==> src/hdl/dfs_pkg.sv <==
// Shared types and constants for the five-point diffusion stencil.
// No dependencies; used by dfs_line_mem and diffusion_stencil_5pt.
package dfs_pkg;

  localparam int CELL_W = 16;
  localparam int FACTOR_W = 16;
  localparam int TILE_W = 7;

  localparam int MAX_TILE_DEF = 64;
  localparam int TILE_MIN = 2;

  localparam logic [FACTOR_W-1:0] FACTOR_RST = 16'd13107;
  localparam logic [TILE_W-1:0] TILE_RST = 7'd64;

  // APB register map
  localparam int APB_ADDR_W = 3;
  localparam int APB_DATA_W = 32;
  localparam logic REG_FACTOR = 1'b0;
  localparam logic REG_TILE = 1'b1;

  typedef logic signed [CELL_W-1:0] cell_t;

  // One column of the two line stores: padded rows r-2 (upper) and r-1 (middle)
  typedef struct packed {
    cell_t upper;
    cell_t middle;
  } line_word_t;

endpackage

==> src/hdl/dfs_line_mem.sv <==
// Line store RAM: one word per padded column, holding the upper and middle rows.
// One write port, one read port with registered, write-through read data.
// Depends on dfs_pkg.
module dfs_line_mem #(
  parameter int DEPTH = dfs_pkg::MAX_TILE_DEF + 2,
  localparam int ADDR_W = $clog2(DEPTH)
) (
  input  logic                    clk,
  input  logic                    wr_en,
  input  logic [ADDR_W-1:0]       wr_addr,
  input  dfs_pkg::line_word_t     wr_data,
  input  logic                    rd_en,
  input  logic [ADDR_W-1:0]       rd_addr,
  output dfs_pkg::line_word_t     rd_data
);

  dfs_pkg::line_word_t mem [DEPTH];
  dfs_pkg::line_word_t rd_data_r;

  always_ff @(posedge clk) begin
    if (wr_en) begin
      mem[wr_addr] <= wr_data;
    end
    // pass a same-cycle write through to the reader
    if (rd_en) begin
      if (wr_en && (wr_addr == rd_addr)) begin
        rd_data_r <= wr_data;
      end else begin
        rd_data_r <= mem[rd_addr];
      end
    end
  end

  assign rd_data = rd_data_r;

endmodule

==> src/hdl/diffusion_stencil_5pt.sv <==
// Five-point explicit Euler diffusion stencil, top level.
// Depends on dfs_pkg and dfs_line_mem.
//
// Cells of a square tile with a one-cell ghost border stream in on the in_
// channel in raster order, (tile_size+2) x (tile_size+2) cells per tile, one
// transfer per clock at full rate. Each interior cell is replaced by
// c + factor*(n+s+e+w-4c) in signed Q2.14 (factor unsigned Q0.16, product
// rounded to nearest with ties upward, sum saturated) and is sent out once the
// cell directly below it has been taken in; out_row/out_col give its interior
// position and out_last_of_tile marks the bottom-right interior cell.
// Throughput is one cell per cycle unless out_ready stalls it; after the
// transfer of its south neighbor a result passes the line-store read/window
// stage, the multiply stage and the output register. The upper and middle
// line stores share one (MAX_TILE+2) x 32 RAM with one write and one read port;
// the two extra writes at the end of a row are drained from a two-entry queue
// on write-free cycles, which the row-start cells always provide. The line
// stores are not cleared after reset: interior results depend on rows that
// have streamed in since. tile_start forces the cell to padded position (0,0);
// without it the position wraps at the end of each tile on its own. Registers
// (APB, byte address 4*i): 0 stencil_factor, 1 tile_size (clamped to
// 2..MAX_TILE). Write registers only while no transfer is in flight.
module diffusion_stencil_5pt #(
  parameter int MAX_TILE = dfs_pkg::MAX_TILE_DEF,
  localparam int POS_W = $clog2(MAX_TILE + 2),
  localparam int ROW_W = $clog2(MAX_TILE + 1)
) (
  input  logic                                clk,
  input  logic                                rst_n,
  // input channel
  input  logic                                in_valid,
  output logic                                in_ready,
  input  dfs_pkg::cell_t                      in_cell_value,
  input  logic                                in_tile_start,
  // result channel
  output logic                                out_valid,
  input  logic                                out_ready,
  output dfs_pkg::cell_t                      out_new_value,
  output logic [ROW_W-1:0]                    out_row,
  output logic [ROW_W-1:0]                    out_col,
  output logic                                out_last_of_tile,
  // configuration port
  input  logic                                psel,
  input  logic                                penable,
  input  logic                                pwrite,
  input  logic [dfs_pkg::APB_ADDR_W-1:0]      paddr,
  input  logic [dfs_pkg::APB_DATA_W-1:0]      pwdata,
  output logic [dfs_pkg::APB_DATA_W-1:0]      prdata,
  output logic                                pready
);

  localparam int LINE_DEPTH = MAX_TILE + 2;
  localparam int LAP_W = dfs_pkg::CELL_W + 3;
  localparam int PROD_W = dfs_pkg::FACTOR_W + 1 + LAP_W;
  localparam int Q_W = PROD_W + 1;
  localparam int FRAC_W = dfs_pkg::FACTOR_W;
  localparam int RND_W = Q_W - FRAC_W;
  localparam int SUM_W = RND_W + 1;
  localparam logic signed [Q_W-1:0] ROUND_HALF = Q_W'(32768);
  localparam logic signed [SUM_W-1:0] SAT_MAX = SUM_W'(32767);
  localparam logic signed [SUM_W-1:0] SAT_MIN = -SUM_W'(32768);
  localparam logic [POS_W-1:0] POS_ONE = POS_W'(1);
  localparam logic [POS_W-1:0] POS_TWO = POS_W'(2);

  typedef struct packed {
    logic [POS_W-1:0]    addr;
    dfs_pkg::line_word_t data;
  } line_wr_t;

  // ---------------------------------------------------------------------------
  // Configuration registers
  // ---------------------------------------------------------------------------
  logic [dfs_pkg::FACTOR_W-1:0] factor_r;
  logic [dfs_pkg::TILE_W-1:0]   tile_size_r;
  logic                         cfg_wr;

  assign pready = 1'b1;
  assign cfg_wr = psel && penable && pwrite;

  always_ff @(posedge clk) begin
    if (!rst_n) begin
      factor_r    <= dfs_pkg::FACTOR_RST;
      tile_size_r <= dfs_pkg::TILE_RST;
    end else if (cfg_wr) begin
      case (paddr[2])
        dfs_pkg::REG_FACTOR: factor_r <= pwdata[dfs_pkg::FACTOR_W-1:0];
        dfs_pkg::REG_TILE:   tile_size_r <= pwdata[dfs_pkg::TILE_W-1:0];
        default: ;
      endcase
    end
  end

  always_comb begin
    case (paddr[2])
      dfs_pkg::REG_FACTOR: prdata = dfs_pkg::APB_DATA_W'(factor_r);
      dfs_pkg::REG_TILE:   prdata = dfs_pkg::APB_DATA_W'(tile_size_r);
      default:             prdata = '0;
    endcase
  end

  // Last padded row/column index: clamped tile size plus one
  logic [POS_W-1:0] last_pos;

  always_comb begin
    if (int'(tile_size_r) < dfs_pkg::TILE_MIN) begin
      last_pos = POS_W'(dfs_pkg::TILE_MIN + 1);
    end else if (int'(tile_size_r) > MAX_TILE) begin
      last_pos = POS_W'(MAX_TILE + 1);
    end else begin
      last_pos = POS_W'(int'(tile_size_r) + 1);
    end
  end

  // ---------------------------------------------------------------------------
  // Handshake chain: input -> S (window) -> P (multiply) -> output register
  // ---------------------------------------------------------------------------
  logic s_valid_r, p_valid_r, p_res_r, out_valid_r;
  logic o_free, p_go, p_free, s_go, in_xfer;

  assign o_free   = !out_valid_r || out_ready;
  assign p_go     = p_valid_r && (!p_res_r || o_free);
  assign p_free   = !p_valid_r || p_go;
  assign s_go     = s_valid_r && p_free;
  assign in_ready = !s_valid_r || s_go;
  assign in_xfer  = in_valid && in_ready;

  // ---------------------------------------------------------------------------
  // Padded position of the incoming cell
  // ---------------------------------------------------------------------------
  logic [POS_W-1:0] row_r, col_r, row_nxt, col_nxt;
  logic [POS_W-1:0] in_row, in_col;

  assign in_row = in_tile_start ? '0 : row_r;
  assign in_col = in_tile_start ? '0 : col_r;

  always_comb begin
    row_nxt = in_row;
    col_nxt = in_col + POS_ONE;
    // end of row, and wrap to the top at the end of the tile
    if (in_col >= last_pos) begin
      col_nxt = '0;
      row_nxt = (in_row >= last_pos) ? '0 : in_row + POS_ONE;
    end
  end

  always_ff @(posedge clk) begin
    if (!rst_n) begin
      row_r <= '0;
      col_r <= '0;
    end else if (in_xfer) begin
      row_r <= row_nxt;
      col_r <= col_nxt;
    end
  end

  // ---------------------------------------------------------------------------
  // Stage S: cell, its position, line-store word at its column, and a window
  // of the two previous cells and their line-store words
  // ---------------------------------------------------------------------------
  dfs_pkg::cell_t      s_x_r;
  logic [POS_W-1:0]    s_row_r, s_col_r;
  dfs_pkg::line_word_t rd_word;
  dfs_pkg::cell_t      win0_r, win1_r;
  dfs_pkg::line_word_t m1_r, m2_r;

  always_ff @(posedge clk) begin
    if (!rst_n) begin
      s_valid_r <= 1'b0;
    end else if (in_xfer) begin
      s_valid_r <= 1'b1;
    end else if (s_go) begin
      s_valid_r <= 1'b0;
    end
  end

  always_ff @(posedge clk) begin
    if (in_xfer) begin
      s_x_r   <= in_cell_value;
      s_row_r <= in_row;
      s_col_r <= in_col;
    end
    // shift the window as the cell leaves S
    if (s_go) begin
      win0_r <= s_x_r;
      win1_r <= win0_r;
      m1_r   <= rd_word;
      m2_r   <= m1_r;
    end
  end

  logic s_res, s_row_ok, s_col_ok, s_col_wr, s_row_end;
  logic [POS_W-1:0] s_row_m1, s_col_m1, s_col_m2;

  assign s_row_ok  = (s_row_r >= POS_TWO) && (s_row_r <= last_pos);
  assign s_col_ok  = (s_col_r >= POS_TWO) && (s_col_r <= last_pos);
  assign s_res     = s_row_ok && s_col_ok;
  assign s_col_wr  = s_go && s_col_ok;
  assign s_row_end = s_go && (s_col_r == last_pos);
  assign s_row_m1  = s_row_r - POS_ONE;
  assign s_col_m1  = s_col_r - POS_ONE;
  assign s_col_m2  = s_col_r - POS_TWO;

  // Laplacian: north upper[c-1], south previous cell, east/west/center middle
  logic signed [LAP_W-1:0] s_lap;

  assign s_lap = LAP_W'(m1_r.upper) + LAP_W'(win0_r) + LAP_W'(rd_word.middle)
               + LAP_W'(m2_r.middle) - (LAP_W'(m1_r.middle) <<< 2);

  // ---------------------------------------------------------------------------
  // Line-store writes: column c-2 on each cell from column 2 to the last,
  // columns c-1 and c queued at the end of a row; each write pushes middle
  // down into upper
  line_wr_t pend_a_r, pend_b_r;
  logic     pend_a_v_r, pend_b_v_r;
  logic     mem_we;
  line_wr_t mem_wr;

  always_comb begin
    mem_we = 1'b0;
    mem_wr = pend_a_r;
    if (s_col_wr) begin
      mem_we             = 1'b1;
      mem_wr.addr        = s_col_m2;
      mem_wr.data.upper  = m2_r.middle;
      mem_wr.data.middle = win1_r;
    end else if (pend_a_v_r) begin
      mem_we = 1'b1;
    end
  end

  always_ff @(posedge clk) begin
    if (!rst_n) begin
      pend_a_v_r <= 1'b0;
      pend_b_v_r <= 1'b0;
    end else if (s_row_end) begin
      pend_a_v_r <= 1'b1;
      pend_b_v_r <= 1'b1;
    end else if (!s_col_wr && pend_a_v_r) begin
      pend_a_v_r <= pend_b_v_r;
      pend_b_v_r <= 1'b0;
    end
  end

  always_ff @(posedge clk) begin
    if (s_row_end) begin
      pend_a_r.addr        <= s_col_m1;
      pend_a_r.data.upper  <= m1_r.middle;
      pend_a_r.data.middle <= win0_r;
      pend_b_r.addr        <= s_col_r;
      pend_b_r.data.upper  <= rd_word.middle;
      pend_b_r.data.middle <= s_x_r;
    end else if (!s_col_wr && pend_a_v_r) begin
      pend_a_r <= pend_b_r;
    end
  end

  dfs_line_mem #(
    .DEPTH(LINE_DEPTH)
  ) u_line_mem (
    .clk     (clk),
    .wr_en   (mem_we),
    .wr_addr (mem_wr.addr),
    .wr_data (mem_wr.data),
    .rd_en   (in_xfer),
    .rd_addr (in_col),
    .rd_data (rd_word)
  );

  // ---------------------------------------------------------------------------
  // Stage P: scale, round and saturate
  // ---------------------------------------------------------------------------
  logic signed [LAP_W-1:0] p_lap_r;
  dfs_pkg::cell_t          p_center_r;
  logic [ROW_W-1:0]        p_row_r, p_col_r;
  logic                    p_last_r;

  always_ff @(posedge clk) begin
    if (!rst_n) begin
      p_valid_r <= 1'b0;
    end else if (s_go) begin
      p_valid_r <= 1'b1;
    end else if (p_go) begin
      p_valid_r <= 1'b0;
    end
  end

  always_ff @(posedge clk) begin
    if (s_go) begin
      p_res_r    <= s_res;
      p_lap_r    <= s_lap;
      p_center_r <= m1_r.middle;
      p_row_r    <= s_row_m1[ROW_W-1:0];
      p_col_r    <= s_col_m1[ROW_W-1:0];
      p_last_r   <= (s_row_r == last_pos) && (s_col_r == last_pos);
    end
  end

  logic signed [PROD_W-1:0] p_prod;
  logic signed [Q_W-1:0]    p_q;
  logic signed [RND_W-1:0]  p_rnd;
  logic signed [SUM_W-1:0]  p_sum;
  dfs_pkg::cell_t           p_new;

  assign p_prod = $signed({1'b0, factor_r}) * p_lap_r;
  // round half up: add one half LSB of Q2.14, then floor
  assign p_q    = Q_W'(p_prod) + ROUND_HALF;
  assign p_rnd  = p_q[Q_W-1:FRAC_W];
  assign p_sum  = SUM_W'(p_rnd) + SUM_W'(p_center_r);

  always_comb begin
    if (p_sum > SAT_MAX) begin
      p_new = SAT_MAX[dfs_pkg::CELL_W-1:0];
    end else if (p_sum < SAT_MIN) begin
      p_new = SAT_MIN[dfs_pkg::CELL_W-1:0];
    end else begin
      p_new = p_sum[dfs_pkg::CELL_W-1:0];
    end
  end

  // ---------------------------------------------------------------------------
  // Output register
  // ---------------------------------------------------------------------------
  dfs_pkg::cell_t   out_value_r;
  logic [ROW_W-1:0] out_row_r, out_col_r;
  logic             out_last_r;

  always_ff @(posedge clk) begin
    if (!rst_n) begin
      out_valid_r <= 1'b0;
    end else if (p_go && p_res_r) begin
      out_valid_r <= 1'b1;
    end else if (out_ready) begin
      out_valid_r <= 1'b0;
    end
  end

  always_ff @(posedge clk) begin
    if (p_go && p_res_r) begin
      out_value_r <= p_new;
      out_row_r   <= p_row_r;
      out_col_r   <= p_col_r;
      out_last_r  <= p_last_r;
    end
  end

  assign out_valid        = out_valid_r;
  assign out_new_value    = out_value_r;
  assign out_row          = out_row_r;
  assign out_col          = out_col_r;
  assign out_last_of_tile = out_last_r;

endmodule

==> config.mk <==
export PLATFORM = sky130hd
export DESIGN_NAME = diffusion_stencil_5pt
export DESIGN_NICKNAME = d
export VERILOG_FILES = /design/src/hdl/dfs_pkg.sv /design/src/hdl/dfs_line_mem.sv /design/src/hdl/diffusion_stencil_5pt.sv
export SDC_FILE = /design/constraint.sdc
export NUM_CORES = 2
export LEC_CHECK = 0
export BUFFER_PORTS_ARGS = -buffer_cell sky130_fd_sc_hd__buf_4
export CORE_MARGIN = 2
export CORE_UTILIZATION = 40
export DETAILED_ROUTE_END_ITERATION = 7
export PLACE_DENSITY_LB_ADDON = 0.08
export REMOVE_ABC_BUFFERS = 1
export SYNTH_ARGS = -nofsm -noshare
export SYNTH_HDL_FRONTEND = slang
export SYNTH_SLANG_ARGS = --single-unit
==> constraint.sdc <==
create_clock -name clk -period 11.95 [get_ports clk]
set_clock_uncertainty 0.1 [all_clocks]
set_input_delay 3.585 -clock clk [delete_from_list [all_inputs] [get_ports clk]]
set_output_delay 3.585 -clock clk [all_outputs]
set_load 0.01 [all_outputs]
==> run summary <==
Synth Cell Area - 0.109 mm2
Iteration-0 DRC Markers - 4870
clk buf depth - 4
H-tree depth - 5
Final Critical Period - 9.91 ns
hold depth - 0
slowest CP cell - dfxtp_1
worst path buffer plus inverter count - 6
# Post-CTS Setup Buffers - 0
share of cells above drive strength 1 - 0.143
reg2reg setup slack - 2.04 ns
Post-CTS Resized - 0
largest area contributor in the netlist - edfxtp_1
Layout Nets - 7685
worst-path maximum fanout - 15
die area - 0.278 mm2
largest net degree at the start of global routing - 110
Pre-Repair DR Iteration Count - 5
Slew @ Worst Pin - 1.38 ns
vias in the first global route - 61390
Clk Latency, worst-skew pair - 0.90 ns
clock transition at the registers of the reported paths - 0.06 ns
gr usage total - 0.222
part of the cycle the worst path needs - 0.829
cts hold-fix bufs - 0
Layout fillers - 23784
total number of vias - 59545
synthesized flop and latch total - 2440
total grt overflow - 0
# rows - 191
crit-path max cell delay - 0.69 ns
height of the chip - 527 um
max cap viols - 0
global-route wire length before repair - 447000 um
initial core utilization - 0.403
Worst Path Arrival - 10.38 ns
final slew viol count - 0
post-synth top area share - 0.659
Avg Inst Size Synth - 15.8 um2
Root Buffer - clkbuf_16
Unique masters post-synth - 74
kind of cell adding the most delay to the critical path - adder cells
Yosys warning total - 0
crit path capture type - flop
Worst EP required - 12.42 ns
critical path class - reg2reg
core area - 0.271 mm2
Total Wirelength - 309000 um
DR vias/cell - 5.48
routed length on met1 - 135000 um
Post-Synthesis Cells - 6901
hold crit path type - reg2reg
RSZ-0062 raised after global routing - false
detailed placer's ending HPWL - 188000 um
CTS buffer count - 278
fmax - 0.101 GHz
Residual DRC - 0
Detail Route met2 WL - 150000 um
IO buf count - 89
Final Util - 0.455
met3 wire length - 13900 um
I/O pins - 125
outcome - finished clean
most frequent CP cell - fa_1
EDFF count, synth - 2398
Post-DRT Antenna Nets - 0
CP Launch Type - flop
Primary FF master, synth - edfxtp_1
RD Place Congestion - 0.818
ys async rst share - 0
Max-slew headroom - 0.0690
area growth from synthesis to layout - 12.8%
CTS tree - yes
reg2reg path depth - 31
most frequent cell after synthesis - edfxtp_1
Area contributors post-synth - edfxtp_1, fa_1, mux4_2, mux2i_1, nand2_1
WL/cell - 28.5 um
CP Depth - 31
sequential cell area fraction in the yosys report - 0.666
final hold vios - 0
most instantiated cells after synthesis - edfxtp_1, nand2_1, inv_1
initial antenna violation count - 8
Final setup viols - 0
CTS sink cnt - 2440
top sig layer - met5
Die W - 527 um
==> kinds of logic (layout without fill, tap and decap cells) <==
family,Yosys count,in the layout,synth area share
and+or+nand+nor,1309,1309,0.0539
AOI/OAI and AO/OA,922,922,0.0586
adders and majority gates,548,548,0.0876
other,2,25,0.0000687
DFF,2440,2440,0.666
buffers and inverters,932,1296,0.0331
xor gates and xnor gates,97,97,0.00777
muxes,651,651,0.0926
==> area by class of cell <==
class | instances | area (um2) | share of cell area
Sequential cell | 2440 | 72900 | 0.591
Multi-Input combinational cell | 3544 | 33500 | 0.272
Clock buffer | 353 | 7380 | 0.0599
Tap cell | 3570 | 4470 | 0.0362
Timing Repair Buffer | 262 | 2090 | 0.0170
Inverter | 552 | 2080 | 0.0169
Clock inverter | 129 | 953 | 0.00773
Antenna cell | 8 | 20.0 | 0.000162
==> worst paths after layout <==
kind	end	start
worst max-delay path	out_new_value[3]	factor_r[8]
worst max register to register	out_new_value[3]	factor_r[8]
worst min-delay path	out_row[6]	p_row_r[6]
worst min register to register	out_row[6]	p_row_r[6]
==> layout by cell type, fill, tap and decap left out, types with 10 or more instances in the layout <==
cell | Yosys | final
conb_1 | 2 | 17
mux4_2 | 287 | 287
a21boi_0 | 25 | 25
edfxtp_1 | 2398 | 2398
buf_4 | 18 | 252
o211ai_1 | 75 | 75
nand4_1 | 17 | 17
clkinv_1 | 2 | 70
a21o_1 | 25 | 25
clkinv_2 | 0 | 28
nor2_1 | 168 | 108
fa_1 | 362 | 362
and2_1 | 197 | 197
o21a_1 | 16 | 16
o221ai_1 | 255 | 255
o21ai_0 | 293 | 293
inv_2 | 1 | 32
nor2_4 | 0 | 59
ha_1 | 186 | 186
mux2_2 | 13 | 13
a211oi_1 | 73 | 73
nand3_1 | 44 | 44
a22oi_1 | 32 | 32
nor3_1 | 22 | 21
xnor2_1 | 64 | 64
mux2i_1 | 351 | 351
a21oi_1 | 66 | 66
clkbuf_1 | 296 | 66
nand2b_1 | 28 | 25
inv_6 | 0 | 11
clkbuf_16 | 0 | 283
dfxtp_1 | 42 | 40
nor2b_1 | 44 | 31
buf_12 | 0 | 10
o21bai_1 | 10 | 10
and3_1 | 15 | 15
nor2b_4 | 0 | 13
xor2_1 | 33 | 33
nand2_1 | 742 | 739
inv_1 | 549 | 516
==> metrics by stage <==
| stage | instance area (um2) | worst slack [ns] | instances | hold WS [ns] | TNS (ns) |
|---|---|---|---|---|---|
| 5_1_grt | 123000 | 1.42 | 10853 | 0.305 | 0 |
| 3_5_place_dp | 115000 | 2.08 | 10368 | 0.305 | 0 |
| 4_1_cts | 123000 | 2.00 | 10850 | 0.308 | 0 |
| 3_3_place_gp | 115000 | 2.25 | 10368 | 0.302 | 0 |
| 6_report | 123000 | 2.04 | 10858 | 0.297 | 0 |
| 2_1_floorplan | 108000 | -11.02 | 6536 | 0.300 | -3377.16 |
==> state kept, by name (all words and copies together) (netlist names), 19 cells and up <==
name	count
u_line_mem.mem	2112
pend_a_r	39
pend_b_r	39
m1_r	32
u_line_mem.rd_data	32
p_lap_r	19
==> per-layer routing <==
metal / GRT usage / up-vias
met1: 0.306 / 31459
met5: 0 / -
met2: 0.369 / 1511
met4: 0.0727 / 2
met3: 0.0245 / 405
li1: - / 26168
Power is not shown: default switching activity piles up to over one toggle a cycle in this logic, so the estimate is an artifact.
